File: config.mk
export PLATFORM = sky130hd
export DESIGN_NAME = led_frame_command_parser
export DESIGN_NICKNAME = d
export VERILOG_FILES = /design/src/lfcp_pkg.sv /design/src/led_frame_command_parser.sv /design/src/lfcp_cmd_fifo.sv /design/src/lfcp_front.sv /design/src/lfcp_back.sv
export SDC_FILE = /design/constraint.sdc
export NUM_CORES = 1
export LEC_CHECK = 0
export ABC_AREA = 1
export BUFFER_PORTS_ARGS = -buffer_cell sky130_fd_sc_hd__buf_2
export CORE_AREA = 2 2 272 194
export DETAILED_ROUTE_END_ITERATION = 10
export DIE_AREA = 0 0 274 196
export GPL_TIMING_DRIVEN = 0
export SLEW_MARGIN = 20
export SYNTH_ARGS = -nofsm -noshare
export SYNTH_HDL_FRONTEND = slang
export SYNTH_SLANG_ARGS = --single-unit
File: constraint.sdc
create_clock -name clk -period 5.49 [get_ports clk]
set_input_delay 0.549 -clock clk [delete_from_list [all_inputs] [get_ports clk]]
set_output_delay 0.549 -clock clk [all_outputs]
set_load 0.05 [all_outputs]
File: src/lfcp_pkg.sv
// ============================================================================
// LED frame command parser package
// Shared byte codes, command and result codes, and default sizes.
// ============================================================================
package lfcp_pkg;

    // Default number of pixels in the frame
    localparam int PIXEL_COUNT_DEF = 12;
    // Default depth of the command queue between front and back
    localparam int CMD_DEPTH_DEF   = 4;

    // Received byte codes
    localparam logic [7:0] COLOR_MAX    = 8'd200;
    localparam logic [7:0] BYTE_SHOW    = 8'hFF;
    localparam logic [7:0] BYTE_BLACK   = 8'hFE;
    localparam logic [7:0] BYTE_DELAY   = 8'hFD;
    localparam logic [7:0] BYTE_CONNECT = 8'hFC;

    // Command codes passed from the front to the back
    localparam int OP_W = 3;
    typedef enum logic [OP_W-1:0] {
        OP_WRITE      = 3'd0,
        OP_WRITE_SHOW = 3'd1,
        OP_SHOW       = 3'd2,
        OP_BLACK      = 3'd3,
        OP_ECHO       = 3'd4,
        OP_ACK        = 3'd5
    } op_t;

    // Result kinds
    typedef enum logic [1:0] {
        KIND_PIXEL = 2'd0,
        KIND_DELAY = 2'd1,
        KIND_ACK   = 2'd2
    } kind_t;

endpackage

File: src/led_frame_command_parser.sv
// ============================================================================
// LED frame command parser
// Top level: byte parser, command queue and frame engine.
// ============================================================================
// Bytes enter through a queue-style port (push/full) and results leave
// through another (empty/pop). The parser takes one byte per cycle while the
// command queue has room. A frame emission (end of frame data, show, or black)
// is played out by the frame engine pixel by pixel: a registered frame store
// read, then a load of the output register, which waits while the output item
// is held. The frame store needs no clearing pass: per-entry written marks
// make unwritten channels read as zero right after reset.
module led_frame_command_parser
    import lfcp_pkg::*;
#(
    parameter int PIXEL_COUNT = PIXEL_COUNT_DEF,
    parameter int CMD_DEPTH   = CMD_DEPTH_DEF
)
(
    input  logic       clk,
    input  logic       rst_n,
    input  logic [7:0] rx_byte,
    input  logic       push,
    output logic       full,
    output logic [1:0] kind,
    output logic [3:0] pixel_index,
    output logic [7:0] red,
    output logic [7:0] green,
    output logic [7:0] blue,
    output logic [7:0] host_byte,
    output logic [7:0] delay_units,
    output logic       last,
    output logic       empty,
    input  logic       pop
);

    localparam int PIX_W = (PIXEL_COUNT > 1) ? $clog2(PIXEL_COUNT) : 1;
    localparam int CMD_W = OP_W + PIX_W + 2 + 8;

    logic             cmd_push;
    logic [CMD_W-1:0] cmd_wdata;
    logic             cmd_full;
    logic             cmd_pop;
    logic [CMD_W-1:0] cmd_rdata;
    logic             cmd_empty;

    // Parse bytes into commands
    lfcp_front #(
        .PIXEL_COUNT (PIXEL_COUNT),
        .PIX_W       (PIX_W),
        .CMD_W       (CMD_W)
    ) u_front (
        .clk      (clk),
        .rst_n    (rst_n),
        .rx_byte  (rx_byte),
        .push     (push),
        .full     (full),
        .cmd_push (cmd_push),
        .cmd_data (cmd_wdata),
        .cmd_full (cmd_full)
    );

    // Queue commands between parser and engine
    lfcp_cmd_fifo #(
        .WIDTH (CMD_W),
        .DEPTH (CMD_DEPTH)
    ) u_fifo (
        .clk     (clk),
        .rst_n   (rst_n),
        .wr_en   (cmd_push),
        .wr_data (cmd_wdata),
        .full    (cmd_full),
        .rd_en   (cmd_pop),
        .rd_data (cmd_rdata),
        .empty   (cmd_empty)
    );

    // Execute commands and drive results
    lfcp_back #(
        .PIXEL_COUNT (PIXEL_COUNT),
        .PIX_W       (PIX_W),
        .CMD_W       (CMD_W)
    ) u_back (
        .clk         (clk),
        .rst_n       (rst_n),
        .cmd_data    (cmd_rdata),
        .cmd_empty   (cmd_empty),
        .cmd_pop     (cmd_pop),
        .kind        (kind),
        .pixel_index (pixel_index),
        .red         (red),
        .green       (green),
        .blue        (blue),
        .host_byte   (host_byte),
        .delay_units (delay_units),
        .last        (last),
        .empty       (empty),
        .pop         (pop)
    );

endmodule

File: src/lfcp_cmd_fifo.sv
// ============================================================================
// LFCP command queue
// Small register queue that decouples the byte parser from the frame engine.
// ============================================================================
module lfcp_cmd_fifo
    import lfcp_pkg::*;
#(
    parameter int WIDTH = 16,
    parameter int DEPTH = CMD_DEPTH_DEF
)
(
    input  logic             clk,
    input  logic             rst_n,
    input  logic             wr_en,
    input  logic [WIDTH-1:0] wr_data,
    output logic             full,
    input  logic             rd_en,
    output logic [WIDTH-1:0] rd_data,
    output logic             empty
);

    localparam int PTR_W = (DEPTH > 1) ? $clog2(DEPTH) : 1;
    localparam int CNT_W = $clog2(DEPTH + 1);

    logic [WIDTH-1:0] slot_reg [DEPTH];
    logic [PTR_W-1:0] wr_ptr_reg, wr_ptr_next;
    logic [PTR_W-1:0] rd_ptr_reg, rd_ptr_next;
    logic [CNT_W-1:0] cnt_reg, cnt_next;
    logic             do_wr;
    logic             do_rd;

    assign full    = (cnt_reg == CNT_W'(DEPTH));
    assign empty   = (cnt_reg == '0);
    assign do_wr   = wr_en && !full;
    assign do_rd   = rd_en && !empty;
    assign rd_data = slot_reg[rd_ptr_reg];

    // Advance pointers with wrap and track the fill level
    always_comb
    begin
        wr_ptr_next = wr_ptr_reg;
        rd_ptr_next = rd_ptr_reg;
        cnt_next    = cnt_reg;
        if (do_wr)
        begin
            wr_ptr_next = (wr_ptr_reg == PTR_W'(DEPTH - 1)) ? '0 : wr_ptr_reg + 1'b1;
        end
        if (do_rd)
        begin
            rd_ptr_next = (rd_ptr_reg == PTR_W'(DEPTH - 1)) ? '0 : rd_ptr_reg + 1'b1;
        end
        if (do_wr && !do_rd)
        begin
            cnt_next = cnt_reg + 1'b1;
        end
        else if (do_rd && !do_wr)
        begin
            cnt_next = cnt_reg - 1'b1;
        end
    end

    always_ff @(posedge clk or negedge rst_n)
    begin
        if (!rst_n)
        begin
            wr_ptr_reg <= '0;
            rd_ptr_reg <= '0;
            cnt_reg    <= '0;
        end
        else
        begin
            wr_ptr_reg <= wr_ptr_next;
            rd_ptr_reg <= rd_ptr_next;
            cnt_reg    <= cnt_next;
        end
    end

    // Store the incoming command
    always_ff @(posedge clk)
    begin
        if (do_wr)
        begin
            slot_reg[wr_ptr_reg] <= wr_data;
        end
    end

endmodule

File: src/lfcp_front.sv
// ============================================================================
// LFCP byte parser
// Accepts received bytes, tracks handshake and frame pointers, and turns
// each meaningful byte into a command for the frame engine.
// ============================================================================
module lfcp_front
    import lfcp_pkg::*;
#(
    parameter int PIXEL_COUNT = PIXEL_COUNT_DEF,
    parameter int PIX_W       = (PIXEL_COUNT > 1) ? $clog2(PIXEL_COUNT) : 1,
    parameter int CMD_W       = OP_W + PIX_W + 2 + 8
)
(
    input  logic             clk,
    input  logic             rst_n,
    input  logic [7:0]       rx_byte,
    input  logic             push,
    output logic             full,
    output logic             cmd_push,
    output logic [CMD_W-1:0] cmd_data,
    input  logic             cmd_full
);

    localparam logic [PIX_W-1:0] LAST_PIX = PIX_W'(PIXEL_COUNT - 1);

    typedef enum logic [2:0] {
        M_WAIT  = 3'b001,
        M_PARSE = 3'b010,
        M_DELAY = 3'b100
    } mode_t;

    mode_t            mode_reg, mode_next;
    logic [PIX_W-1:0] pix_reg, pix_next;
    logic [1:0]       ch_reg, ch_next;
    op_t              cmd_op;
    logic             accept;

    assign full     = cmd_full;
    assign accept   = push && !cmd_full;
    assign cmd_data = {cmd_op, pix_reg, ch_reg, rx_byte};

    // Classify the byte and advance parser state
    always_comb
    begin
        mode_next = mode_reg;
        pix_next  = pix_reg;
        ch_next   = ch_reg;
        cmd_push  = 1'b0;
        cmd_op    = OP_WRITE;
        if (accept)
        begin
            case (mode_reg)
                M_WAIT:
                begin
                    if (rx_byte == BYTE_CONNECT)
                    begin
                        cmd_push  = 1'b1;
                        cmd_op    = OP_ACK;
                        mode_next = M_PARSE;
                    end
                end
                M_DELAY:
                begin
                    cmd_push  = 1'b1;
                    cmd_op    = OP_ECHO;
                    mode_next = M_PARSE;
                end
                M_PARSE:
                begin
                    if (rx_byte <= COLOR_MAX)
                    begin
                        cmd_push = 1'b1;
                        if (ch_reg == 2'd2)
                        begin
                            ch_next = 2'd0;
                            if (pix_reg == LAST_PIX)
                            begin
                                pix_next = '0;
                                cmd_op   = OP_WRITE_SHOW;
                            end
                            else
                            begin
                                pix_next = pix_reg + 1'b1;
                            end
                        end
                        else
                        begin
                            ch_next = ch_reg + 1'b1;
                        end
                    end
                    else
                    begin
                        case (rx_byte)
                            BYTE_SHOW:
                            begin
                                cmd_push = 1'b1;
                                cmd_op   = OP_SHOW;
                                pix_next = '0;
                                ch_next  = 2'd0;
                            end
                            BYTE_BLACK:
                            begin
                                cmd_push = 1'b1;
                                cmd_op   = OP_BLACK;
                            end
                            BYTE_DELAY:   mode_next = M_DELAY;
                            BYTE_CONNECT: mode_next = M_WAIT;
                            default:      ;
                        endcase
                    end
                end
                default: mode_next = M_WAIT;
            endcase
        end
    end

    always_ff @(posedge clk or negedge rst_n)
    begin
        if (!rst_n)
        begin
            mode_reg <= M_WAIT;
            pix_reg  <= '0;
            ch_reg   <= 2'd0;
        end
        else
        begin
            mode_reg <= mode_next;
            pix_reg  <= pix_next;
            ch_reg   <= ch_next;
        end
    end

endmodule

File: src/lfcp_back.sv
// ============================================================================
// LFCP frame engine
// Executes queued commands: writes the frame store, plays out frames one
// pixel at a time, and sends echo and acknowledge items to the output.
// ============================================================================
module lfcp_back
    import lfcp_pkg::*;
#(
    parameter int PIXEL_COUNT = PIXEL_COUNT_DEF,
    parameter int PIX_W       = (PIXEL_COUNT > 1) ? $clog2(PIXEL_COUNT) : 1,
    parameter int CMD_W       = OP_W + PIX_W + 2 + 8
)
(
    input  logic             clk,
    input  logic             rst_n,
    input  logic [CMD_W-1:0] cmd_data,
    input  logic             cmd_empty,
    output logic             cmd_pop,
    output logic [1:0]       kind,
    output logic [3:0]       pixel_index,
    output logic [7:0]       red,
    output logic [7:0]       green,
    output logic [7:0]       blue,
    output logic [7:0]       host_byte,
    output logic [7:0]       delay_units,
    output logic             last,
    output logic             empty,
    input  logic             pop
);

    localparam logic [PIX_W-1:0] LAST_PIX = PIX_W'(PIXEL_COUNT - 1);

    typedef enum logic [2:0] {
        S_IDLE = 3'b001,
        S_READ = 3'b010,
        S_LOAD = 3'b100
    } state_t;

    // Command fields
    op_t              c_op;
    logic [PIX_W-1:0] c_pix;
    logic [1:0]       c_ch;
    logic [7:0]       c_data;

    assign c_op   = op_t'(cmd_data[CMD_W-1 -: OP_W]);
    assign c_pix  = cmd_data[10 +: PIX_W];
    assign c_ch   = cmd_data[9:8];
    assign c_data = cmd_data[7:0];

    state_t           state_reg, state_next;
    logic [PIX_W-1:0] idx_reg, idx_next;
    logic             black_reg, black_next;
    logic             wr_en;

    // Frame store, one memory per channel, with written marks per entry
    logic [7:0]       mem_r [PIXEL_COUNT];
    logic [7:0]       mem_g [PIXEL_COUNT];
    logic [7:0]       mem_b [PIXEL_COUNT];
    logic [2:0]       vld_reg [PIXEL_COUNT];
    logic [7:0]       rd_r_reg;
    logic [7:0]       rd_g_reg;
    logic [7:0]       rd_b_reg;
    logic [2:0]       rd_vld_reg;

    // Output register
    logic             ov_reg, ov_next;
    kind_t            kind_reg, kind_next;
    logic [3:0]       opix_reg, opix_next;
    logic [7:0]       red_reg, red_next;
    logic [7:0]       green_reg, green_next;
    logic [7:0]       blue_reg, blue_next;
    logic [7:0]       host_reg, host_next;
    logic [7:0]       delay_reg, delay_next;
    logic             last_reg, last_next;
    logic             out_free;
    logic             load;

    assign out_free    = !ov_reg || pop;
    assign empty       = !ov_reg;
    assign kind        = kind_reg;
    assign pixel_index = opix_reg;
    assign red         = red_reg;
    assign green       = green_reg;
    assign blue        = blue_reg;
    assign host_byte   = host_reg;
    assign delay_units = delay_reg;
    assign last        = last_reg;

    // Sequence commands and frame playout
    always_comb
    begin
        state_next = state_reg;
        idx_next   = idx_reg;
        black_next = black_reg;
        cmd_pop    = 1'b0;
        wr_en      = 1'b0;
        load       = 1'b0;
        kind_next  = kind_reg;
        opix_next  = opix_reg;
        red_next   = red_reg;
        green_next = green_reg;
        blue_next  = blue_reg;
        host_next  = host_reg;
        delay_next = delay_reg;
        last_next  = last_reg;
        case (state_reg)
            S_IDLE:
            begin
                if (!cmd_empty)
                begin
                    case (c_op)
                        OP_WRITE:
                        begin
                            wr_en   = 1'b1;
                            cmd_pop = 1'b1;
                        end
                        OP_WRITE_SHOW, OP_SHOW, OP_BLACK:
                        begin
                            wr_en      = (c_op == OP_WRITE_SHOW);
                            cmd_pop    = 1'b1;
                            idx_next   = '0;
                            black_next = (c_op == OP_BLACK);
                            state_next = S_READ;
                        end
                        OP_ECHO, OP_ACK:
                        begin
                            if (out_free)
                            begin
                                cmd_pop    = 1'b1;
                                load       = 1'b1;
                                kind_next  = (c_op == OP_ECHO) ? KIND_DELAY : KIND_ACK;
                                opix_next  = 4'd0;
                                red_next   = 8'd0;
                                green_next = 8'd0;
                                blue_next  = 8'd0;
                                host_next  = (c_op == OP_ECHO) ? c_data : BYTE_CONNECT;
                                delay_next = (c_op == OP_ECHO) ? c_data : 8'd0;
                                last_next  = 1'b1;
                            end
                        end
                        default: cmd_pop = 1'b1;
                    endcase
                end
            end
            S_READ:
            begin
                state_next = S_LOAD;
            end
            S_LOAD:
            begin
                if (out_free)
                begin
                    load       = 1'b1;
                    kind_next  = KIND_PIXEL;
                    opix_next  = 4'(idx_reg);
                    red_next   = (!black_reg && rd_vld_reg[0]) ? rd_r_reg : 8'd0;
                    green_next = (!black_reg && rd_vld_reg[1]) ? rd_g_reg : 8'd0;
                    blue_next  = (!black_reg && rd_vld_reg[2]) ? rd_b_reg : 8'd0;
                    host_next  = 8'd0;
                    delay_next = 8'd0;
                    last_next  = (idx_reg == LAST_PIX);
                    if (idx_reg == LAST_PIX)
                    begin
                        state_next = S_IDLE;
                    end
                    else
                    begin
                        idx_next   = idx_reg + 1'b1;
                        state_next = S_READ;
                    end
                end
            end
            default: state_next = S_IDLE;
        endcase
    end

    // Hold or drop the output item
    always_comb
    begin
        if (load)
        begin
            ov_next = 1'b1;
        end
        else if (pop)
        begin
            ov_next = 1'b0;
        end
        else
        begin
            ov_next = ov_reg;
        end
    end

    always_ff @(posedge clk or negedge rst_n)
    begin
        if (!rst_n)
        begin
            state_reg <= S_IDLE;
            idx_reg   <= '0;
            black_reg <= 1'b0;
            ov_reg    <= 1'b0;
            for (int i = 0; i < PIXEL_COUNT; i++)
            begin
                vld_reg[i] <= 3'b000;
            end
        end
        else
        begin
            state_reg <= state_next;
            idx_reg   <= idx_next;
            black_reg <= black_next;
            ov_reg    <= ov_next;
            if (wr_en)
            begin
                vld_reg[c_pix][c_ch] <= 1'b1;
            end
        end
    end

    // Output payload
    always_ff @(posedge clk)
    begin
        kind_reg  <= kind_next;
        opix_reg  <= opix_next;
        red_reg   <= red_next;
        green_reg <= green_next;
        blue_reg  <= blue_next;
        host_reg  <= host_next;
        delay_reg <= delay_next;
        last_reg  <= last_next;
    end

    // Frame store write port
    always_ff @(posedge clk)
    begin
        if (wr_en)
        begin
            case (c_ch)
                2'd0:    mem_r[c_pix] <= c_data;
                2'd1:    mem_g[c_pix] <= c_data;
                2'd2:    mem_b[c_pix] <= c_data;
                default: ;
            endcase
        end
    end

    // Frame store read port, registered
    always_ff @(posedge clk)
    begin
        if (state_reg == S_READ)
        begin
            rd_r_reg   <= mem_r[idx_reg];
            rd_g_reg   <= mem_g[idx_reg];
            rd_b_reg   <= mem_b[idx_reg];
            rd_vld_reg <= vld_reg[idx_reg];
        end
    end

endmodule

==> flow_summary_export.csv <==
group,metric,value,unit
outcome,status,"finished clean",
finish,syn_to_final_growth,14.0,%
timing,hold_viol,0,
logic_synthesis,synth_warnings,0,
floorplan,die_h,196,um
logic_synthesis,synth-seq-area-share,71.1,%
timing,period_minus_slack,2.86,ns
hold_path,hold_class,"input port to register",
critical_path,cp_data_required_time,5.92,ns
timing,drv_slew,0,
critical_path,slowest_delay,0.62,ns
grt,grt_overflow,0,
power,pwr-share-seq,41.9,%
clocking,clkLatencyLatePin,0.58,ns
logic_synthesis,ys_types,47,
timing,worst_slack,2.63,ns
power,p_leak,8.64,nW
route,wl_met2,21.4,mm
route,routed_via_density,5.20,
finish,antenna_cells,0,
finish,layout_commonest_cell,"edfxtp_1",
flow_run,maxCapViolCount,0,
floorplan,initial_core_util,39.4,%
critical_path,crit_slowest_cell,"clkbuf_1",
critical_path,crit_path_cell_trace,"inv_1 > clkbuf_1 > o21ai_0 > o211ai_1 > nand4_1 > nand2_1",
power,swShare,37.7,%
timing,worstMarginPinSlew,1.03,ns
timing,fin_skew,0.0335,ns
power,ir_drop,0.375,mV
floorplan,rows,70,
route,routed-wl-met3,5.70,mm
logic_synthesis,synth_top_area_cell,"edfxtp_1",
grt,first_global_vias,12600,
logic_synthesis,synth_top_area_share,63.6,%
floorplan,core,51300,sq um
power,intPower,0.00742,W
critical_path,crit_fanout,10,
timing,fmax,0.349,GHz
clocking,numCtsBuffers,48,
timing,hold_ws,0.233,ns
grt,grt_max_degree,49,
placement,port_buffers,60,
route,drc,0,
placement,dp_hpwl,36.2,mm
timing,relSlewSlack,31.1,%
critical_path,cp-start-kind,"register",
timing,fin_tns_setup,0,ns
clocking,ctsRootBufferMaster,"clkbuf_16",
logic_synthesis,ys_ff_latch,489,
clocking,htreeDepth,2,
route,drt_iter0_drc,1652,
power,p_clk_share,25.6,%
power,combPwrFrac,32.5,%
finish,final_cell_mix,"edfxtp_1, nand2_1, nor2_1, o21ai_0, inv_1",
floorplan,pin_count,61,
route,wl_met1,24.4,mm
clocking,cts_resized,0,
logic_synthesis,syn_inst,1664,
logic_synthesis,synth-edff-count,428,
finish,drive_gt1_share,15.6,%
logic_synthesis,postSynthAreaPerCell,12.1,sq um
floorplan,dieWidth,274,um
power,net-switching-power,0.00448,W
logic_synthesis,ys.flop_type,"edfxtp_1",
placement,pre_cts_ws,2.75,ns
route,via_count,13100,
power,p_per_area,516,nW/um^2
finish,fin_nets,1808,
critical_path,cp.arrival,3.29,ns
logic_synthesis,syn_nets,1685,
clocking,cts.sinks,489,
route,wl_per_cell,20.9,um
finish,reg.largest.list,"u_back.mem_b x96, u_back.mem_g x96, u_back.mem_r x96",
route,drtPass1Iterations,6,
clocking,ctsLongestPathBuffers,3,
route,top_layer_used,"met4",
floorplan,dieArea,53700,sq um
timing,rsz0062_at_grt,"false",
timing,setup_viol,0,
clocking,clk_pin_slew,0.06,ns
logic_synthesis,syn-cell-area,20200,sq um
critical_path,path_class,"register to register",
route,wl,52.3,mm
grt,antenna_found_initial,0,
critical_path,end_kind,"register",
grt,grt_usage,19.6,%
logic_synthesis,async_flop_share,12.5,%
route,ant_nets,0,
grt,grt_pass1_wl,78.8,mm
clocking,cts_tree,"done",
timing,min_period_over_period,52.2,%
logic_synthesis,synthTopCellsByArea,"edfxtp_1, dfrtp_1, nand2_1, nor2_1, o21ai_0",
placement,gp_congestion,0.861,
metal layers:
| layer | global-route usage (%) | vias up |
|---|---|---|
| met1 | 30.1 | 6387 |
| met2 | 27.3 | 529 |
| li1 | - | 6059 |
| met3 | 5.90 | 79 |
| met4 | 4.21 | 0 |
| met5 | 0 | - |
path summary, 6_finish.rpt:
check | end | from | slack, ns | cells after the start
max in group asynchronous | u_back.state_reg[0]$_DFFE_PN1P_ | rst_n | 4.51 | 3
worst min-delay path | u_fifo.slot_reg[3][6]$_DFFE_PP_ | rx_byte[6] | 0.23 | 1
worst max register to register | u_back.rd_r_reg[2]$_DFFE_PP_ | u_back.idx_reg[1]$_DFFE_PN0P_ | 2.63 | 6
min in group asynchronous | u_fifo.cnt_reg[2]$_DFFE_PN0P_ | rst_n | 0.39 | 2
worst min register to register | u_back.vld_reg[20]$_DFFE_PN0N_ | u_back.vld_reg[20]$_DFFE_PN0N_ | 0.45 | 2
worst max-delay path | u_back.rd_r_reg[2]$_DFFE_PP_ | u_back.idx_reg[1]$_DFFE_PN0P_ | 2.63 | 6
synthesized netlist by cell type (2+ instances only):
library cell and number:
a21oi_1 32, a21oi_2 2, a21oi_4 4, buf_1 6
buf_2 25, buf_4 2, buf_6 11, clkbuf_1 36
dfrtp_1 59, dfstp_2 2, edfxtp_1 428, ha_1 8
inv_1 102, inv_2 3, nand2_1 278, nand2_2 14
nand2_4 18, nand3_1 66, nand3_2 7, nand3_4 5
nand4_1 12, nor2_1 247, nor2_2 3, nor3_1 4
o211ai_1 13, o21ai_0 169, o21ai_1 6, o21ai_2 12
o21bai_2 18, o22ai_1 53, xnor2_1 2, xor2_1 2
critical path: cells and delay by family, from the launching register on:
| kind | cells | cell delay (ns) |
|---|---|---|
| simple gates | 2 | 0.49 |
| compound gates | 2 | 0.66 |
| buf+inv | 2 | 1.01 |
| flops | 1 | 0.54 |
cell type report:
class	count	area [sq um]
Fill cell	4732	28300
Sequential cell	489	14400
Multi-Input combinational cell	984	5000
Clock buffer	57	1260
Tap cell	684	856
Timing Repair Buffer	73	505
Buffer	82	457
Inverter	109	420
Clock inverter	30	163
timing repair:
action	CTS	global route
setup buffers	0	0
endpoints found under the hold margin	12	0
hold buffers	1	0
power by group through the flow:
stage	Clock, W	Combinational, W	Sequential, W
5_1_grt	0.00324	0.00419	0.00501
3_5_place_dp	0	0.00384	0.00506
6_report	0.00304	0.00387	0.00498
2_1_floorplan	0	0.00210	0.00537
3_3_place_gp	0	0.00363	0.00510
4_1_cts	0.00309	0.00385	0.00498
per-stage QoR:
| stage | total power [W] | utilization (%) | std cells | instance area (sq um) |
|---|---|---|---|---|
| 6_report | 0.0119 | 44.9 | 2508 | 23000 |
| 5_1_grt | 0.0124 | 44.9 | 2508 | 23000 |
| 4_1_cts | 0.0119 | 44.9 | 2508 | 23000 |
| 3_5_place_dp | 0.00890 | 42.1 | 2420 | 21600 |
| 3_3_place_gp | 0.00874 | 41.6 | 2408 | 21400 |
| 2_1_floorplan | 0.00747 | - | 1664 | 20200 |
cells by family after synthesis:
logic type,count (synthesis),share of synthesized area (%)
compound gates,310,9.22
xor+xnor,4,0.173
fa+ha+maj,9,0.594
buf+inv,191,4.34
flops,489,71.1
simple gates,661,14.5
Note: power is estimated with default switching activity, not from simulation.
